### config.mk
export PLATFORM = sky130hd
export DESIGN_NAME = vat_fifo
export DESIGN_NICKNAME = d
export VERILOG_FILES = /design/src/hdl/vat_pkg.sv /design/src/hdl/vat_fifo.sv
export SDC_FILE = /design/constraint.sdc
export NUM_CORES = 1
export LEC_CHECK = 0
export BUFFER_PORTS_ARGS = -buffer_cell sky130_fd_sc_hd__buf_2
export CAP_MARGIN = 20
export CELL_PAD_IN_SITES_DETAIL_PLACEMENT = 1
export CELL_PAD_IN_SITES_GLOBAL_PLACEMENT = 2
export CORE_ASPECT_RATIO = 1.75
export CORE_MARGIN = 8
export CORE_UTILIZATION = 40
export CTS_CLUSTER_DIAMETER = 50
export DETAILED_ROUTE_END_ITERATION = 7
export HOLD_SLACK_MARGIN = 0.05
export PLACE_DENSITY_LB_ADDON = 0.2
export REMOVE_ABC_BUFFERS = 1
export SYNTH_ARGS = -nofsm -noshare
export SYNTH_HDL_FRONTEND = slang
export SYNTH_SLANG_ARGS = --single-unit
### constraint.sdc
create_clock -name clk -period 11.4 [get_ports clk]
set_clock_uncertainty 0.15 [all_clocks]
set_input_delay 0.57 -clock clk [delete_from_list [all_inputs] [get_ports clk]]
set_output_delay 0.57 -clock clk [all_outputs]
set_load 0.03 [all_outputs]
### src/hdl/vat_pkg.sv
// Shared types, constants and helpers of the vertex transform and normalize block.
package vat_pkg;

	localparam int NUM_REGS   = 6;
	localparam int IDX_W      = 3;
	localparam int REG_W      = 64;
	localparam int POS_W      = 32;
	localparam int DIR_W      = 16;
	localparam int VEC_W      = 50;
	localparam int FRONT_LAT  = 5;
	localparam int SQ_STEPS   = 25;
	localparam int DIV_STEPS  = 15;
	localparam int NORM_LAT   = 7 + SQ_STEPS + 1 + DIV_STEPS + 1;
	localparam int FIFO_DEPTH = 4;
	localparam int FIFO_AW    = 2;

	// Register indexes of the configuration port.
	localparam logic [IDX_W-1:0] REG_ROW0_XY = 3'd0;
	localparam logic [IDX_W-1:0] REG_ROW0_ZW = 3'd1;
	localparam logic [IDX_W-1:0] REG_ROW1_XY = 3'd2;
	localparam logic [IDX_W-1:0] REG_ROW1_ZW = 3'd3;
	localparam logic [IDX_W-1:0] REG_ROW2_XY = 3'd4;
	localparam logic [IDX_W-1:0] REG_ROW2_ZW = 3'd5;

	typedef logic [NUM_REGS-1:0][REG_W-1:0] cfg_t;

	// Identity matrix after reset.
	localparam cfg_t CFG_RESET = {
		64'h0000_0000_0001_0000,
		64'h0000_0000_0000_0000,
		64'h0000_0000_0000_0000,
		64'h0001_0000_0000_0000,
		64'h0000_0000_0000_0000,
		64'h0000_0000_0001_0000
	};

	typedef struct packed {
		logic [2:0][POS_W-1:0] pos;
		logic [2:0][DIR_W-1:0] nrm;
		logic [2:0][DIR_W-1:0] tng;
	} vtx_t;

	typedef struct packed {
		logic [2:0][POS_W-1:0] pos;
		logic [2:0][VEC_W-1:0] vn;
		logic [2:0][VEC_W-1:0] vt;
		logic                  nrm_deg;
		logic                  tan_deg;
	} mid_t;

	typedef struct packed {
		logic [2:0][POS_W-1:0] pos;
		logic [2:0][DIR_W-1:0] nrm;
		logic [2:0][DIR_W-1:0] tng;
		logic                  nrm_deg;
		logic                  tan_deg;
	} res_t;

	// Matrix element M[i][j], signed Q16.16.
	function automatic logic signed [31:0] mat_elem(cfg_t c, int i, int j);
		logic [REG_W-1:0] r;
		r = c[2 * i + (j >> 1)];
		return signed'((j & 1) != 0 ? r[63:32] : r[31:0]);
	endfunction

	// Position of the highest set bit of a nonzero byte.
	function automatic logic [2:0] msb8(logic [7:0] b);
		logic [2:0] p;
		p = 3'd0;
		for (int k = 0; k < 8; k++) begin
			if (b[k]) p = 3'(k);
		end
		return p;
	endfunction

endpackage

### src/hdl/vat_fifo.sv
// Short queue between the front and back parts.
module vat_fifo (
	input  logic          clk,
	input  logic          arst_n,
	input  logic          push,
	output logic          full,
	input  vat_pkg::mid_t wdata,
	input  logic          pop,
	output logic          empty,
	output vat_pkg::mid_t rdata
);
	import vat_pkg::*;

	mid_t mem_q[FIFO_DEPTH];
	logic [FIFO_AW-1:0] wp_q, rp_q;
	logic [FIFO_AW:0] cnt_q;
	logic do_wr, do_rd;

	assign full  = (cnt_q == (FIFO_AW+1)'(FIFO_DEPTH));
	assign empty = (cnt_q == '0);
	assign do_wr = push && !full;
	assign do_rd = pop && !empty;
	assign rdata = mem_q[rp_q];

	always_ff @(posedge clk or negedge arst_n) begin
		if (!arst_n) begin
			wp_q  <= '0;
			rp_q  <= '0;
			cnt_q <= '0;
		end else begin
			if (do_wr) wp_q <= wp_q + 1'b1;
			if (do_rd) rp_q <= rp_q + 1'b1;
			if (do_wr && !do_rd) cnt_q <= cnt_q + 1'b1;
			else if (do_rd && !do_wr) cnt_q <= cnt_q - 1'b1;
		end
	end

	always_ff @(posedge clk) begin
		if (do_wr) mem_q[wp_q] <= wdata;
	end

endmodule

; After elaboration in Yosys (flattened, before gate mapping)
; Memories as Yosys holds them, arrays and structs flattened.
; Index checks and enable logic that the tools add are counted.
[classes]
eq_ne = 1
add_sub_neg = 4
n_mux = 4
reduce_logical = 10
[ops]
columns = cell, count
row1 = $mux W3, 2
row2 = $add A2 B1 Y2 const B, 2
row3 = $logic_and A1 B1 Y1, 4
row4 = $logic_not A1 Y1, 4
row5 = $add A3 B1 Y3 const B, 1
row6 = $eq A3 B3 Y1 const B, 1
row7 = $logic_not A3 Y1, 1
row8 = $sub A3 B1 Y3 const B, 1
row9 = $mux W1, 2
row10 = $reduce_bool A2 Y1, 1
[totals]
memories = 1
ramBits = 1592
in_bits = 402
elab_cells = 23
regBits = 7
output_inout_bits = 400
[memory_table]
columns = memory, depth, word_bits, read_ports, rd_ports_with_merged_regs, wr, line
row1 = mem_q, 4, 398, 1, 0, 1, vat_fifo.sv:14  ; mid_t mem_q[FIFO_DEPTH];

; Depth between registers and ports, before layout
; Gate-level depths: netlist of run 1.
[logic_depth]
word_depth = 7
ltp_mapped = 9
ltp_nobuf = 8

; Worst setup path after synthesis of run 1
; OpenSTA, ideal clock, no wires.
[synth_timing]
path_type = reg2reg
start = register cnt_q[2]
end = memory mem_q[0][0] (netlist bit), enable pin
stages_incl_launch_ff = 5
arrival_time_ns = 9.922
period_less_slack_ns = 10.884
required_ns = 10.437
path_buffers = 1
setup_time_ns = 0.813
setup_slack_ns = 0.516
cell_sequence = dfrtp_1 nor3b_1 nor2b_1 buf_2 and2_1
[synth_between]
elab_chain_len = 5
[synth_lines]
columns = item, line
row1 = from (decl), vat_fifo.sv:16  ; logic [FIFO_AW:0] cnt_q;
row2 = from (signal assigned), vat_fifo.sv:33  ; if (do_wr && !do_rd) cnt_q <= cnt_q + 1'b1;
row3 = from (signal assigned), vat_fifo.sv:34  ; else if (do_rd && !do_wr) cnt_q <= cnt_q - 1'b1;
row4 = $eq A3 B3 Y1, vat_fifo.sv:19  ; assign full = (cnt_q == (FIFO_AW+1)'(FIFO_DEPTH));
row5 = via full, vat_fifo.sv:6  ; output logic full,
row6 = $logic_not A1 Y1, vat_fifo.sv:21  ; assign do_wr = push && !full;
row7 = $logic_and A1 B1 Y1, vat_fifo.sv:21
row8 = via do_wr, vat_fifo.sv:17  ; logic do_wr, do_rd;
row9 = $mux W1, vat_fifo.sv:39  ; if (do_wr) mem_q[wp_q] <= wdata;
row10 = $mux W1 (implied by the code), vat_fifo.sv:39
row11 = to (decl), vat_fifo.sv:14
; The timed path passes the listed nets, and every way through them passes these cells.

==> results.py, run 1 <==
metrics = {
    "worst_setup_path": {
        "reg2reg_slack_ps": 7090,
        "cp.required_ps": 10680,
        "arrival_ps": 4440,
        "cp_slowest_stage_delay_ps": 1050,
        "reg2reg_depth": 5,
        "r2r-end": "mem_q[3][362]$_DFFE_PP_",
        "cp-start-kind": "flop",
        "r2r-start": "cnt_q[2]$_DFFE_PN0P_",
        "critPathSlowestCell": "dfrtp_4",
        "crit_family": "buffers and inverters",
        "crit_type": "flop to primary output",
        "path_cells": "buf_12 > buf_4 > mux4_2 > buf_2",
        "path_max_fanout": 111,
        "cp-end-kind": "primary output",
        "worst-path-buf-inv": 3,
    },
    "logic_synthesis": {
        "yosysSeqAreaShare_pct": 82.5,
        "ys_ff_latch": 1599,
        "synth_top_family_by_area": "multiplexers",
        "synthAdderAreaFrac_pct": 0.142,
        "synth-compound-area-share_pct": 0,
        "yosys_warnings": 0,
        "synthSimpleGateAreaFrac_pct": 0.0989,
        "syn-mean-instance-area_um2": 27.5,
        "syn-cell-area_mm2": 0.0582,
        "synth_cell_types": 20,
        "synthMuxAreaShare_pct": 15.4,
        "synth-xor-area-share_pct": 0.0903,
        "synth_cells": 2115,
    },
    "detailed_routing": {
        "wire_per_inst_um": 26.6,
        "drt_wl_total_um": 144000,
        "drc": 0,
        "vias_per_cell": 5.11,
        "routed-via-count": 27700,
        "final_antenna_net_count": 0,
        "firstDrtPassIters": 5,
        "detail_route.iter0.violations": 1574,
    },
    "timing": {
        "setup_viol": 0,
        "period_needed_ps": 5160,
        "fmax_ghz": 0.194,
        "fin_crit_sh_pct": 45.3,
        "hold_ws_ps": 183,
        "final.setup.worst_slack_ps": 6240,
        "hold_violations": 0,
        "tns_ps": 0,
        "slew_headroom_pct": 11.8,
        "worst_pin_slew_ps": 1320,
        "finalMaxSlewViolations": 0,
        "rsz0062_at_grt": "false",
    },
    "global_route": {
        "grt_pass1_vias": 31200,
        "gr-usage-all-layers_pct": 17.8,
        "antenna_found_initial": 33,
        "grt_use_met3_pct": 6.78,
        "grtUsageMet2_pct": 29.5,
        "grt_pass1_wl_um": 211000,
        "grt_max_degree": 148,
        "busiest_layer": "met2",
        "gr-usage-met1_pct": 22.0,
        "gr-total-overflow": 0,
    },
    "clock_tree": {
        "clockBufferDepth": 3,
        "post_cts_buffers": 0,
        "cts_root_buf": "clkbuf_16",
        "h-tree-depth": 4,
        "cts_resized": 0,
        "clock_sinks": 1599,
        "cts_tree": "built",
        "clock_latency_ps": 740,
        "cts.clk_slew.worst_paths_ps": 60,
        "cts_buffers": 151,
        "holdBufCountCts": 400,
    },
    "power": {
        "p_comb_share_pct": 35.2,
        "p_sw_w": 0.00714,
        "seqPwrFrac_pct": 40.7,
        "p_int_w": 0.0128,
        "netSwitchingFraction_pct": 35.8,
        "ir_drop_mv": 0.254,
        "power.total_w": 0.0199,
        "p_clk_share_pct": 24.1,
        "powerDensity_mw_per_mm2": 274,
        "leakage_nw": 24.6,
    },
    "place": {
        "hpwl_um": 91500,
        "io_buffers": 801,
        "place_ws_ps": 6790,
        "dpl_cell_area_mm2": 0.0639,
        "gp_congestion": 0.749,
    },
    "layout": {
        "fillCellCount": 12900,
        "drive_gt1_share_pct": 40.9,
        "fin_area_mm2": 0.0727,
        "most-common-layout-cells": "1592 x edfxtp_1, 801 x buf_2, 400 x dlygate4sd3_1, 398 x mux4_2, 152 x clkbuf_16",
        "final_common_cell": "edfxtp_1",
        "synthToLayoutAreaGrowth_pct": 25.0,
        "nNetsFinal": 3817,
    },
    "floorplanning": {
        "dieArea_mm2": 0.158,
        "row_count": 185,
        "fp.coreArea_mm2": 0.145,
        "fp.dieW_um": 304,
        "die_h_um": 521,
        "start_util_pct": 40.2,
        "pin_count": 802,
    },
    "min_path": {
        "min_delay_path_depth": 3,
        "worst_hold_path_type": "primary input to flop",
        "min_to": "wp_q[0]$_DFFE_PN0P_",
        "hold_start": "push",
    },
    "run_status": {
        "status": "finished clean",
    },
    "job": {
        "drv_cap": 0,
    },
}
[cell families after synthesis]
kind of cell	Yosys count
xor+xnor	6
fa+ha+maj	6
buf+inv	94
flops	1599
mux	400
simple gates	10
[synth_stat cells]
cell type     n  area share, %
nor2b_1       1          0.011
ha_1          5           0.11
nand3_1       1         0.0086
nand2_1       1         0.0064
dfrtp_1       7           0.30
fa_1          1          0.034
buf_12       33            1.1
xor2_1        2          0.030
edfxtp_1   1592             82
nor2_1        1         0.0064
buf_2        37           0.32
and2_1        4          0.043
nor3b_1       1          0.013
clkbuf_1      8          0.052
xnor2_1       4          0.060
mux2_2        2          0.039
buf_6        12           0.23
inv_1         4          0.026
mux4_2      398             15
or3_1         1          0.011
[routing by layer]
layer	share of wire (%)	routed length (um)
met5	0.044	63
met4	2.3	3290
met3	8.9	12800
met2	49	70700
met1	40	57200
[power groups by stage]
stage	clock (W)	combinational [W]	sequential (W)
floorplan	0	0.00487	0.00901
global placement	0	0.00702	0.00817
detailed placement	0	0.00704	0.00826
CTS	0.00496	0.00719	0.00814
global route	0.00513	0.00745	0.00821
finish	0.00479	0.00702	0.00811
[how the worst max path moves through the flow]
| stage | startpoint | end | slack [ps] | depth (start not counted) |
|---|---|---|---|---|
| after global routing | rp_q[0]$_DFFE_PN0P_ | rdata[62] | 5720 | 4 |
| final | rp_q[0]$_DFFE_PN0P_ | rdata[140] | 6240 | 4 |
| after detailed placement | push | mem_q[1][397]$_DFFE_PP_ | 6790 | 5 |
| after floorplan | rp_q[0]$_DFFE_PN0P_ | rdata[0] | -5710 | 1 |
| after CTS | rp_q[0]$_DFFE_PN0P_ | rdata[140] | 5930 | 4 |
| after global placement | rp_q[0]$_DFFE_PN0P_ | rdata[62] | 6830 | 4 |
[through the flow]
step,std cells,util [%]
2_1_floorplan,2025,-
3_3_place_gp,4723,44.1
3_5_place_dp,4723,44.1
4_1_cts,5396,50.1
5_1_grt,5416,50.2
6_report,5423,50.2
[cell type report]
class / instances / area (um2) / area share, %
sequential: 1599 / 48000 / 66.0
inverter: 4 / 15.0 / 0.0206
multi-input combinational: 422 / 9190 / 12.6
clock inverter: 95 / 813 / 1.12
clock buffer: 178 / 3900 / 5.36
antenna: 24 / 60.1 / 0.0826
tap: 1870 / 2340 / 3.22
timing repair buffer: 1231 / 8410 / 11.6
[worst min-delay path, cell delays in order]
cell     delay, ps
buf_2           90
nor2b_1        210
xnor2_1        160
[sequential cells by signal, summed over array words and instances, names as in the netlist]
name   cells
rp_q       2
cnt_q      3
mem_q   1592
wp_q       2
Note: power is estimated with default switching activity, not from simulation.
==> run 2, diff against run 1 <==
- clock period: 11.4 -> 5.2 ns (I/O delays scaled with it)
==> results.py, run 2 (same netlist as run 1, synthesis figures left out) <==
metrics = {
    "layout": {
        "drive_gt1_share_pct": 40.7,
        "most-common-layout-cells": "1592 x edfxtp_1, 801 x buf_2, 461 x dlygate4sd3_1, 398 x mux4_2, 153 x clkbuf_16",
        "synthToLayoutAreaGrowth_pct": 26.8,
        "top_register": "mem_q",
        "largest_register_ffs": 1592,
        "final_common_cell": "edfxtp_1",
        "fin_area_mm2": 0.0738,
        "fin_cells": 5494,
        "nNetsFinal": 3886,
        "reg_top3": "mem_q: 1592 flops, cnt_q: 3 flops",
    },
    "worst_setup_path": {
        "critPathSlowestCell": "dfrtp_4",
        "crit_type": "flop to primary output",
        "cp-end-kind": "primary output",
        "path_cells": "buf_4 > mux4_2 > buf_2",
        "path_max_fanout": 51,
        "reg2reg_depth": 4,
        "reg2reg_slack_ps": 2100,
        "crit_family": "flip-flops",
        "cp_slowest_stage_delay_ps": 990,
        "worst-path-buf-inv": 2,
        "arrival_ps": 3180,
        "cp-start-kind": "flop",
        "cp_num_cells": 3,
        "cp.required_ps": 4790,
    },
    "timing": {
        "hold_violations": 0,
        "rsz0062_at_grt": "false",
        "period_needed_ps": 3590,
        "tns_ps": 0,
        "finalMaxSlewViolations": 0,
        "fin_crit_sh_pct": 69.1,
        "worst_pin_slew_ps": 1010,
        "fmax_ghz": 0.278,
        "slew_headroom_pct": 32.5,
        "setup_viol": 0,
    },
    "power": {
        "p_comb_share_pct": 35.4,
        "p_sw_w": 0.0159,
        "netSwitchingFraction_pct": 35.8,
        "seqPwrFrac_pct": 39.8,
        "leakage_nw": 25.1,
        "powerDensity_mw_per_mm2": 601,
        "p_clk_share_pct": 24.8,
        "ir_drop_mv": 0.451,
        "p_int_w": 0.0285,
    },
    "detailed_routing": {
        "vias_per_cell": 5.13,
        "drt_wl_total_um": 147000,
        "wire_per_inst_um": 26.7,
        "routed-via-count": 28200,
        "firstDrtPassIters": 4,
        "drt-met1-wl_um": 57000,
        "met3WireLength_um": 13400,
        "detail_route.iter0.violations": 1532,
        "drc": 0,
        "wl_met2_um": 72900,
        "top_layer_used": "met5",
        "final_antenna_net_count": 0,
    },
    "floorplanning": {
        "die_h_um": 521,
        "start_util_pct": 40.2,
        "dieArea_mm2": 0.158,
        "fp.coreArea_mm2": 0.145,
        "fp.dieW_um": 304,
        "pin_count": 802,
        "row_count": 185,
    },
    "global_route": {
        "antenna_found_initial": 31,
        "grt_pass1_wl_um": 217000,
        "gr-total-overflow": 0,
        "gr-usage-all-layers_pct": 18.3,
        "grt_max_degree": 117,
        "grt_pass1_vias": 31500,
    },
    "clock_tree": {
        "cts_resized": 0,
        "clockBufferDepth": 3,
        "clock_latency_ps": 730,
        "clock_sinks": 1599,
        "cts.clk_slew.worst_paths_ps": 70,
        "cts_root_buf": "clkbuf_16",
        "cts_tree": "built",
        "h-tree-depth": 4,
        "cts_buffers": 152,
    },
    "run_status": {
        "status": "finished clean",
    },
    "job": {
        "drv_cap": 0,
    },
    "place": {
        "dpl_cell_area_mm2": 0.0642,
        "place_inst": 4733,
        "hpwl_um": 93500,
        "gp_congestion": 0.743,
        "io_buffers": 801,
    },
    "min_path": {
        "worst_hold_path_type": "primary input to flop",
        "min_delay_path_depth": 2,
    },
}
[run 2: cell types whose count changed in the layout (fill, tap and decap cells not counted), sizes merged]
cell / before / now
diode: 24 / 28
dlygate4sd3: 400 / 461
buf: 831 / 838
inv: 12 / 17
clkbuf: 178 / 177
clkinvlp: 4 / 5
clkinv: 76 / 63
bufinv: 7 / 14
[run 2: routing by layer]
layer,track usage [%],vias to the layer above
met5,0,-
met4,5.29,16
met3,6.59,212
met2,30.7,1017
met1,22.2,14900
li1,-,12000
[run 2: timing repair]
action	4_1_cts	5_1_grt
setup buffers	0	0
hold buffers	461	0
endpoints found under the hold margin	1606	0
[run 2: metrics by stage]
stage	hold slack [ps]	util, %	power (W)	setup WS, ps
final	125	50.9	0.0443	1610
after global placement	-40.7	44.3	0.0335	2060
after global routing	72.4	50.9	0.0462	1430
after floorplan	-186	-	0.0264	-11600
after CTS	50.1	50.9	0.0452	1470
after detailed placement	-36.2	44.3	0.0338	2000
[run 2: power by group through the flow]
stage          clock network (W)  logic, W  registers, W
2_1_floorplan                  0   0.00707        0.0193
3_3_place_gp                   0    0.0157        0.0178
3_5_place_dp                   0    0.0158        0.0180
4_1_cts                   0.0113    0.0161        0.0177
5_1_grt                   0.0117    0.0166        0.0179
6_report                  0.0110    0.0157        0.0177
[run 2: final cells by class]
cell class | instances | area (um2)
Inverter | 4 | 15.0
Antenna cell | 28 | 70.1
Multi-Input combinational cell | 422 | 9190
Timing Repair Buffer | 1299 | 9240
Clock buffer | 177 | 3920
Tap cell | 1870 | 2340
Clock inverter | 95 | 1010
Sequential cell | 1599 | 48000
Fill cell | 12900 | 71100
[run 2: worst register-to-register path, cell delays in order, from the launching register on]
cell and delay, ps:
dfrtp_1 400, nor3b_1 180, nor2b_1 440, and2_4 880, buf_12 560
[run 2: worst paths after layout]
path	startpoint	end
setup / recovery	rp_q[1]$_DFFE_PN0P_	rdata[316]
hold / removal	wdata[192]	mem_q[0][192]$_DFFE_PP_
setup reg to reg	cnt_q[2]$_DFFE_PN0P_	mem_q[1][301]$_DFFE_PP_
hold reg to reg	cnt_q[2]$_DFFE_PN0P_	cnt_q[2]$_DFFE_PN0P_
max in group asynchronous	arst_n	rp_q[0]$_DFFE_PN0P_
min in group asynchronous	arst_n	wp_q[0]$_DFFE_PN0P_
